$ cat src/hw/rtl/hsl_to_rgb_converter_top_defines.svh
// assertion macros for the hsl to rgb converter
// used by hsl_to_rgb_converter_top, no other dependencies
`ifndef HSL_TO_RGB_CONVERTER_TOP_DEFINES_SVH
`define HSL_TO_RGB_CONVERTER_TOP_DEFINES_SVH
`ifndef SYNTH
// checked outside reset
`define HSL_ASSERT(lbl, clk, rst_n, prop) \
    lbl: assert property (@(posedge clk) disable iff (!rst_n) prop) \
        else $error("hsl assertion failed");
// checked on every edge, reset included
`define HSL_ASSERT_ALWAYS(lbl, clk, prop) \
    lbl: assert property (@(posedge clk) prop) else $error("hsl assertion failed");
`else
`define HSL_ASSERT(lbl, clk, rst_n, prop)
`define HSL_ASSERT_ALWAYS(lbl, clk, prop)
`endif
`endif

$ cat src/hw/rtl/hsl_pkg.sv
// types and constants shared by the hsl to rgb converter
// no dependencies
package hsl_pkg;

    localparam int unsigned LevelW = 9;
    localparam int unsigned HueW   = 16;
    localparam int unsigned XW     = 17;   // lightness terms, up to 65536
    localparam int unsigned ScaleW = 24;   // 255 * x
    localparam int unsigned ProdW  = 41;   // ramp weight times span

    localparam logic [LevelW-1:0] OneLevel  = 9'd256;
    localparam logic [LevelW-1:0] HalfLevel = 9'd128;

    typedef logic [2:0] t_sector;

    localparam t_sector SecRedGreen   = 3'd0;
    localparam t_sector SecGreenRed   = 3'd1;
    localparam t_sector SecGreenBlue  = 3'd2;
    localparam t_sector SecBlueGreen  = 3'd3;
    localparam t_sector SecBlueRed    = 3'd4;
    localparam t_sector SecRedBlue    = 3'd5;

    typedef struct packed {
        logic              led_index;
        logic [HueW-1:0]   hue_turn;
        logic [LevelW-1:0] sat_level;
        logic [LevelW-1:0] light_level;
    } t_hsl_item;

    typedef struct packed {
        logic        led_index_out;
        logic [7:0]  red_level;
        logic [7:0]  green_level;
        logic [7:0]  blue_level;
        logic [23:0] packed_rgb;
    } t_rgb_item;

    // after stage one: lightness terms and hue split
    typedef struct packed {
        logic            led;
        t_sector         sector;
        logic [HueW-1:0] frac;
        logic [XW-1:0]   x_hi;
        logic [XW-1:0]   x_lo;
    } t_lvl_item;

    // after stage two: scaled max, min, span and ramp weight
    typedef struct packed {
        logic              led;
        t_sector           sector;
        logic [XW-1:0]     weight;
        logic [ScaleW-1:0] hi;
        logic [ScaleW-1:0] lo;
        logic [ScaleW-1:0] span;
    } t_scl_item;

    // after stage three: product and fixed channel levels
    typedef struct packed {
        logic              led;
        t_sector           sector;
        logic [ProdW-1:0]  prod;
        logic [ScaleW-1:0] lo;
        logic [7:0]        hi_lvl;
        logic [7:0]        lo_lvl;
    } t_ramp_item;

endpackage

$ cat src/hw/rtl/hsl_to_rgb_converter_top.sv
// hsl to rgb converter, top level: four-stage pipeline
// depends on hsl_pkg, hsl_levels, hsl_ramp, hsl_mix and the defines header
//
// usage:
//   input channel: i_hsl_valid / o_hsl_stall carry one hsl item (led index,
//   hue as a fraction of a turn, saturation and lightness on 0..256).
//   output channel: o_rgb_valid / i_rgb_stall carry one rgb item (led index,
//   8-bit red, green, blue and the packed 24-bit color).
//   an item moves on an edge where valid is high and stall is low.
//   an accepted item passes the lightness, scale, ramp and output registers.
//   throughput: one item per cycle when not stalled; every stage has its own
//   valid bit and the ramp multiply (17 x 24 bits) owns stage three.
//   a stalled receiver holds the output register; earlier stages keep
//   filling bubbles, and o_hsl_stall rises only once all four stages hold
//   an item.
//   reset empties the pipeline: o_rgb_valid is low on the cycle after it;
//   there is no other state to clear.
`include "hsl_to_rgb_converter_top_defines.svh"
module hsl_to_rgb_converter_top (
    input  logic               i_clk,
    input  logic               i_rst_n,
    input  logic               i_hsl_valid,
    output logic               o_hsl_stall,
    input  hsl_pkg::t_hsl_item i_hsl,
    output logic               o_rgb_valid,
    input  logic               i_rgb_stall,
    output hsl_pkg::t_rgb_item o_rgb
);

    logic                lvl_valid;
    logic                lvl_stall;
    hsl_pkg::t_scl_item  lvl_data;
    logic                ramp_valid;
    logic                ramp_stall;
    hsl_pkg::t_ramp_item ramp_data;

    hsl_levels u_levels (
        .i_clk   (i_clk),
        .i_rst_n (i_rst_n),
        .i_valid (i_hsl_valid),
        .i_data  (i_hsl),
        .o_stall (o_hsl_stall),
        .o_valid (lvl_valid),
        .o_data  (lvl_data),
        .i_stall (lvl_stall)
    );

    hsl_ramp u_ramp (
        .i_clk   (i_clk),
        .i_rst_n (i_rst_n),
        .i_valid (lvl_valid),
        .i_data  (lvl_data),
        .o_stall (lvl_stall),
        .o_valid (ramp_valid),
        .o_data  (ramp_data),
        .i_stall (ramp_stall)
    );

    hsl_mix u_mix (
        .i_clk   (i_clk),
        .i_rst_n (i_rst_n),
        .i_valid (ramp_valid),
        .i_data  (ramp_data),
        .o_stall (ramp_stall),
        .o_valid (o_rgb_valid),
        .o_data  (o_rgb),
        .i_stall (i_rgb_stall)
    );

    // pipeline is empty right after reset
    `HSL_ASSERT_ALWAYS(a_reset_empty, i_clk, !i_rst_n |=> !o_rgb_valid)
    // back pressure only comes from a stalled, occupied output
    `HSL_ASSERT(a_stall_source, i_clk, i_rst_n, o_hsl_stall |-> i_rgb_stall && o_rgb_valid)
    // with no stall an accepted item reaches the output
    `HSL_ASSERT(a_latency, i_clk, i_rst_n, (i_hsl_valid && !o_hsl_stall && !i_rgb_stall) ##1 !i_rgb_stall ##1 !i_rgb_stall ##1 !i_rgb_stall |=> o_rgb_valid)
    // packed color agrees with the channels
    `HSL_ASSERT(a_packed, i_clk, i_rst_n, o_rgb_valid |-> o_rgb.packed_rgb[23:16] == o_rgb.red_level && o_rgb.packed_rgb[15:8] == o_rgb.green_level && o_rgb.packed_rgb[7:0] == o_rgb.blue_level)

endmodule

$ cat src/hw/rtl/hsl_levels.sv
// stages one and two: clamp, channel max and min scaled by 255 with their span, hue sector and weight
// depends on hsl_pkg
module hsl_levels (
    input  logic                i_clk,
    input  logic                i_rst_n,
    input  logic                i_valid,
    input  hsl_pkg::t_hsl_item  i_data,
    output logic                o_stall,
    output logic                o_valid,
    output hsl_pkg::t_scl_item  o_data,
    input  logic                i_stall
);

    logic                r_v1;
    hsl_pkg::t_lvl_item  r_s1;
    hsl_pkg::t_lvl_item  n_s1;
    logic                r_v2;
    hsl_pkg::t_scl_item  r_s2;
    hsl_pkg::t_scl_item  n_s2;
    logic                adv1;
    logic                adv2;

    logic [hsl_pkg::LevelW-1:0] sat;
    logic [hsl_pkg::LevelW-1:0] lit;
    logic [hsl_pkg::XW-1:0]     cross_term;
    logic [18:0]                pos;
    logic [hsl_pkg::XW+7:0]     hi_full;
    logic [hsl_pkg::XW+7:0]     lo_full;

    assign adv2    = !r_v2 || !i_stall;
    assign adv1    = !r_v1 || adv2;
    assign o_stall = !adv1;

    always_comb begin
        sat = (i_data.sat_level > hsl_pkg::OneLevel) ? hsl_pkg::OneLevel : i_data.sat_level;
        lit = (i_data.light_level > hsl_pkg::OneLevel) ? hsl_pkg::OneLevel
                                                       : i_data.light_level;
        // (1-l)*s for the upper half, at most 128*256
        cross_term = 17'(hsl_pkg::OneLevel - lit) * 17'(sat);
        pos        = 19'({i_data.hue_turn, 2'b00}) + 19'({i_data.hue_turn, 1'b0});

        n_s1.led    = i_data.led_index;
        n_s1.sector = pos[18:16];
        n_s1.frac   = pos[15:0];
        if (lit < hsl_pkg::HalfLevel) begin
            n_s1.x_hi = 17'(lit[6:0]) * (17'(hsl_pkg::OneLevel) + 17'(sat));
            n_s1.x_lo = 17'(lit[6:0]) * (17'(hsl_pkg::OneLevel) - 17'(sat));
        end else begin
            n_s1.x_hi = {lit, 8'd0} + cross_term;
            n_s1.x_lo = {lit, 8'd0} - cross_term;
        end
    end

    always_comb begin
        // times 255 as shift and subtract
        hi_full = {r_s1.x_hi, 8'd0} - {8'd0, r_s1.x_hi};
        lo_full = {r_s1.x_lo, 8'd0} - {8'd0, r_s1.x_lo};

        n_s2.led    = r_s1.led;
        n_s2.sector = r_s1.sector;
        n_s2.hi     = hi_full[hsl_pkg::ScaleW-1:0];
        n_s2.lo     = lo_full[hsl_pkg::ScaleW-1:0];
        n_s2.span   = hi_full[hsl_pkg::ScaleW-1:0] - lo_full[hsl_pkg::ScaleW-1:0];
        // odd sectors ramp down
        if (r_s1.sector[0]) begin
            n_s2.weight = 17'h10000 - 17'(r_s1.frac);
        end else begin
            n_s2.weight = 17'(r_s1.frac);
        end
    end

    always_ff @(posedge i_clk) begin
        if (!i_rst_n) begin
            r_v1 <= 1'b0;
            r_v2 <= 1'b0;
        end else begin
            if (adv1) r_v1 <= i_valid;
            if (adv2) r_v2 <= r_v1;
        end
    end

    always_ff @(posedge i_clk) begin
        if (adv1 && i_valid) r_s1 <= n_s1;
        if (adv2 && r_v1)    r_s2 <= n_s2;
    end

    assign o_valid = r_v2;
    assign o_data  = r_s2;

endmodule

$ cat src/hw/rtl/hsl_ramp.sv
// stage three: ramp weight times channel span
// depends on hsl_pkg
module hsl_ramp (
    input  logic                i_clk,
    input  logic                i_rst_n,
    input  logic                i_valid,
    input  hsl_pkg::t_scl_item  i_data,
    output logic                o_stall,
    output logic                o_valid,
    output hsl_pkg::t_ramp_item o_data,
    input  logic                i_stall
);

    logic                r_v;
    hsl_pkg::t_ramp_item r_s;
    hsl_pkg::t_ramp_item n_s;
    logic                adv;

    assign adv     = !r_v || !i_stall;
    assign o_stall = !adv;

    always_comb begin
        n_s.led    = i_data.led;
        n_s.sector = i_data.sector;
        n_s.prod   = hsl_pkg::ProdW'(i_data.weight) * hsl_pkg::ProdW'(i_data.span);
        n_s.lo     = i_data.lo;
        n_s.hi_lvl = i_data.hi[23:16];
        n_s.lo_lvl = i_data.lo[23:16];
    end

    always_ff @(posedge i_clk) begin
        if (!i_rst_n) begin
            r_v <= 1'b0;
        end else if (adv) begin
            r_v <= i_valid;
        end
    end

    always_ff @(posedge i_clk) begin
        if (adv && i_valid) r_s <= n_s;
    end

    assign o_valid = r_v;
    assign o_data  = r_s;

endmodule

$ cat src/hw/rtl/hsl_mix.sv
// stage four: ramp sum and per-sector channel selection into the output register
// depends on hsl_pkg
module hsl_mix (
    input  logic                i_clk,
    input  logic                i_rst_n,
    input  logic                i_valid,
    input  hsl_pkg::t_ramp_item i_data,
    output logic                o_stall,
    output logic                o_valid,
    output hsl_pkg::t_rgb_item  o_data,
    input  logic                i_stall
);

    logic               r_v;
    hsl_pkg::t_rgb_item r_s;
    hsl_pkg::t_rgb_item n_s;
    logic               adv;
    logic [hsl_pkg::ProdW-1:0] acc;
    logic [7:0]         ramp;
    logic [7:0]         red;
    logic [7:0]         grn;
    logic [7:0]         blu;

    assign adv     = !r_v || !i_stall;
    assign o_stall = !adv;

    always_comb begin
        acc  = {1'b0, i_data.lo, 16'd0} + i_data.prod;
        ramp = acc[39:32];
        unique case (i_data.sector)
            hsl_pkg::SecRedGreen: begin
                red = i_data.hi_lvl; grn = ramp;          blu = i_data.lo_lvl;
            end
            hsl_pkg::SecGreenRed: begin
                red = ramp;          grn = i_data.hi_lvl; blu = i_data.lo_lvl;
            end
            hsl_pkg::SecGreenBlue: begin
                red = i_data.lo_lvl; grn = i_data.hi_lvl; blu = ramp;
            end
            hsl_pkg::SecBlueGreen: begin
                red = i_data.lo_lvl; grn = ramp;          blu = i_data.hi_lvl;
            end
            hsl_pkg::SecBlueRed: begin
                red = ramp;          grn = i_data.lo_lvl; blu = i_data.hi_lvl;
            end
            default: begin
                red = i_data.hi_lvl; grn = i_data.lo_lvl; blu = ramp;
            end
        endcase
        n_s.led_index_out = i_data.led;
        n_s.red_level     = red;
        n_s.green_level   = grn;
        n_s.blue_level    = blu;
        n_s.packed_rgb    = {red, grn, blu};
    end

    always_ff @(posedge i_clk) begin
        if (!i_rst_n) begin
            r_v <= 1'b0;
        end else if (adv) begin
            r_v <= i_valid;
        end
    end

    always_ff @(posedge i_clk) begin
        if (adv && i_valid) r_s <= n_s;
    end

    assign o_valid = r_v;
    assign o_data  = r_s;

endmodule
$ cat config.mk
export PLATFORM = sky130hd
export DESIGN_NAME = hsl_to_rgb_converter_top
export DESIGN_NICKNAME = d
export VERILOG_FILES = /design/src/hw/rtl/hsl_pkg.sv /design/src/hw/rtl/hsl_to_rgb_converter_top.sv /design/src/hw/rtl/hsl_levels.sv /design/src/hw/rtl/hsl_ramp.sv /design/src/hw/rtl/hsl_mix.sv
export VERILOG_INCLUDE_DIRS = /design/src /design/src/hw/rtl
export SDC_FILE = /design/constraint.sdc
export NUM_CORES = 2
export LEC_CHECK = 0
export BUFFER_PORTS_ARGS = -buffer_cell sky130_fd_sc_hd__buf_4
export CORE_MARGIN = 3
export CORE_UTILIZATION = 59
export DETAILED_ROUTE_END_ITERATION = 6
export PLACE_DENSITY = 0.79
export SETUP_SLACK_MARGIN = 0.5
export SLEW_MARGIN = 15
export SYNTH_ARGS = -nofsm -noshare
export SYNTH_HDL_FRONTEND = slang
export SYNTH_SLANG_ARGS = --single-unit
$ cat constraint.sdc
create_clock -name i_clk -period 7.4 [get_ports i_clk]
set_input_delay 0.74 -clock i_clk [delete_from_list [all_inputs] [get_ports i_clk]]
set_output_delay 0.74 -clock i_clk [all_outputs]
set_load 0.02 [all_outputs]
==> out/metrics.csv <==
metric,value,unit
outcome,finished with violations,
violations,design-rule violations,
grt_pass1_vias,24400,
vias,23900,
core,0.0531,mm²
place_hpwl,61900,µm
avgSynthCellArea,9.42,µm²
antenna_found_initial,1,
finalClockSkew,0.0249,ns
drc,2,
grt_first_pass_wirelength,126000,µm
drtPass1Iterations,7,
slew_headroom,0.300,
multiInputGateArea,0.0229,mm²
ys.flop_type,edfxtp_1,
fin_crit_sh,0.911,
cp_slowest_cell,fa_1,
track_usage,0.276,
clk_path_buf_depth,3,
nets,4345,
cts-root-buf,clkbuf_16,
cts_hold_buf,0,
endpoint_kind,register,
synthTopCellsByCount,"inv_1, nand2_1, fa_1",
crit_fanout,4,
initial_core_util,0.601,
ant_nets,0,
tritoncts,yes,
worstMarginPinSlew,1.02,ns
hold_class,in -> reg,
synth_warnings,0,
diodes,0,
die_x,239,µm
grt_start_max_net_pins,76,
fin_setup_tns,0,ns
cts_sinks,216,
regToRegStartpoint,u_levels.o_data[88],
crit_start,i_hsl[1],
drt_iter0_markers,1745,
syn_area,0.0319,mm²
numCtsBuffers,23,
critPathArrivalTime,7.02,ns
die-area,0.0569,mm²
yosysMostFrequentCell,inv_1,
row_count,84,
fillers,4077,
die_height,239,µm
hold_violations,0,
fmax,148,MHz
critPathLaunchType,input pin,
setup_viol,0,
synth_area_leader_cell,fa_1,
grt_overflow,0,
cap_violations,0,
wl_per_cell,18.3,µm
criticalPathCategory,in -> reg,
fin_crit,6.74,ns
seq_area,0.00645,mm²
crit_path_max_incr_delay,0.53,ns
crit_required,7.67,ns
wl,77700,µm
synth_edf_count,212,
yosysUniqueCellTypes,82,
area_growth,9.69,%
clk_pin_slew,0.06,ns
io_pins,90,
portBuffers,89,
drive_gt1_frac,0.0904,
routabilityCongestion,0.946,
synth_area_leaders,"fa_1, edfxtp_1, ha_1, inv_1, nand2_1",
synth.top_cell.area_share,0.290,
ys_seq_area_frac,0.202,
ys_ff_latch,216,
clock_latency,0.54,ns
slew_violations,0,
async_flop_share,0,
min-delay-start,i_hsl[34],
syn_inst,3389,
routed_via_density,5.63,
rsz0062_at_grt,true,
htreeDepth,1,
## final timing paths
kind                            end  slack, ns  cells after the start
setup reg to reg  u_ramp.o_data[78]       0.70                     16
hold reg to reg   u_ramp.o_data[23]       0.41                      0
hold / removal    u_levels.n_s2[92]       0.38                      1
setup / recovery  u_levels.r_s1[16]       0.66                     29
## routing by layer
metal / track usage / vias to the layer above / wire [µm]
met2: 0.468 / 990 / 37600
met4: 0.0894 / 2 / 2810
met5: 0 / - / 14
met3: 0.0501 / 187 / 6760
li1: - / 11000 / -
met1: 0.363 / 11700 / 30500
## critical path: cells and delay by family
family | cells | cell delay (ns)
AO/OA/AOI/OAI | 7 | 1.15
XOR/XNOR | 2 | 0.51
adder cells (fa/ha/maj) | 6 | 2.65
buffers and inverters | 6 | 0.56
AND/OR/NAND/NOR | 8 | 1.40
## stage by stage
| stage | area (µm²) | hold slack (ns) | utilization | instances | setup WS, ns |
|---|---|---|---|---|---|
| 6_report | 35000 | 0.376 | 0.660 | 4240 | 0.657 |
| 5_1_grt | 35000 | 0.353 | 0.660 | 4240 | 0.443 |
| 4_1_cts | 34600 | 0.353 | 0.652 | 4209 | 0.550 |
| 3_5_place_dp | 33800 | 0.405 | 0.636 | 4169 | 0.00274 |
| 3_3_place_gp | 33800 | 0.400 | 0.636 | 4169 | 0.136 |
| 2_1_floorplan | 32100 | 0.400 | - | 3431 | 0.482 |
## sequential cells by signal, indices dropped and copies added, names as in the netlist, 4 cells and up
name,count
u_levels.n_s2,4
u_ramp.o_data,60
u_levels.r_s1,48
u_levels.o_data,75
u_mix.o_data,25
## layout by cell type (no fill, tap or decap), types with 6 or more instances in the layout
master / Yosys / layout
inv_1: 619 / 617
nand2_1: 486 / 486
fa_1: 462 / 461
ha_1: 307 / 302
edfxtp_1: 212 / 212
buf_4: 24 / 205
and2_1: 156 / 156
xnor2_1: 155 / 153
nor2_1: 133 / 130
a21oi_1: 126 / 121
o21ai_0: 76 / 75
xor2_1: 50 / 47
nor3_1: 48 / 46
conb_1: 2 / 44
nor2b_1: 44 / 39
a21o_1: 37 / 37
nand3_1: 34 / 34
and3_1: 27 / 27
clkbuf_16: 0 / 23
nand2b_1: 19 / 18
or3_1: 16 / 15
o21a_1: 15 / 15
or2_2: 15 / 15
o211ai_1: 13 / 13
mux2i_1: 13 / 13
nor4_1: 12 / 12
o22ai_1: 11 / 11
o21bai_1: 12 / 10
a31oi_1: 10 / 10
o31ai_1: 10 / 10
nand4_1: 9 / 9
a211oi_1: 8 / 7
a21boi_0: 9 / 7
a31o_2: 7 / 7
a211o_1: 7 / 7
a41oi_1: 6 / 6
## cells by family after synthesis
family	Yosys count	share of synthesized area
xor+xnor	208	0.0582
flops	216	0.202
simple gates	1024	0.151
fa+ha+maj	769	0.410
buf+inv	751	0.0914
mux	16	0.00513
compound gates	403	0.0821
other cells	2	0.000235
## area by class of cell
cell class	instances	area share
Timing Repair Buffer	209	0.0461
Clock inverter	14	0.00665
Tap cell	688	0.0246
Multi-Input combinational cell	2464	0.655
Inverter	623	0.0668
Clock buffer	26	0.0168
Sequential cell	216	0.184
## what timing repair did
item / in CTS / in global routing
gates resized for setup: 0 / 30
buffers inserted: 0 / 31
endpoints found under the setup margin: 0 / 17
Power is left out: the tool's default activity adds up to more than one toggle a clock period on the data nets, which glitch-free logic cannot reach.
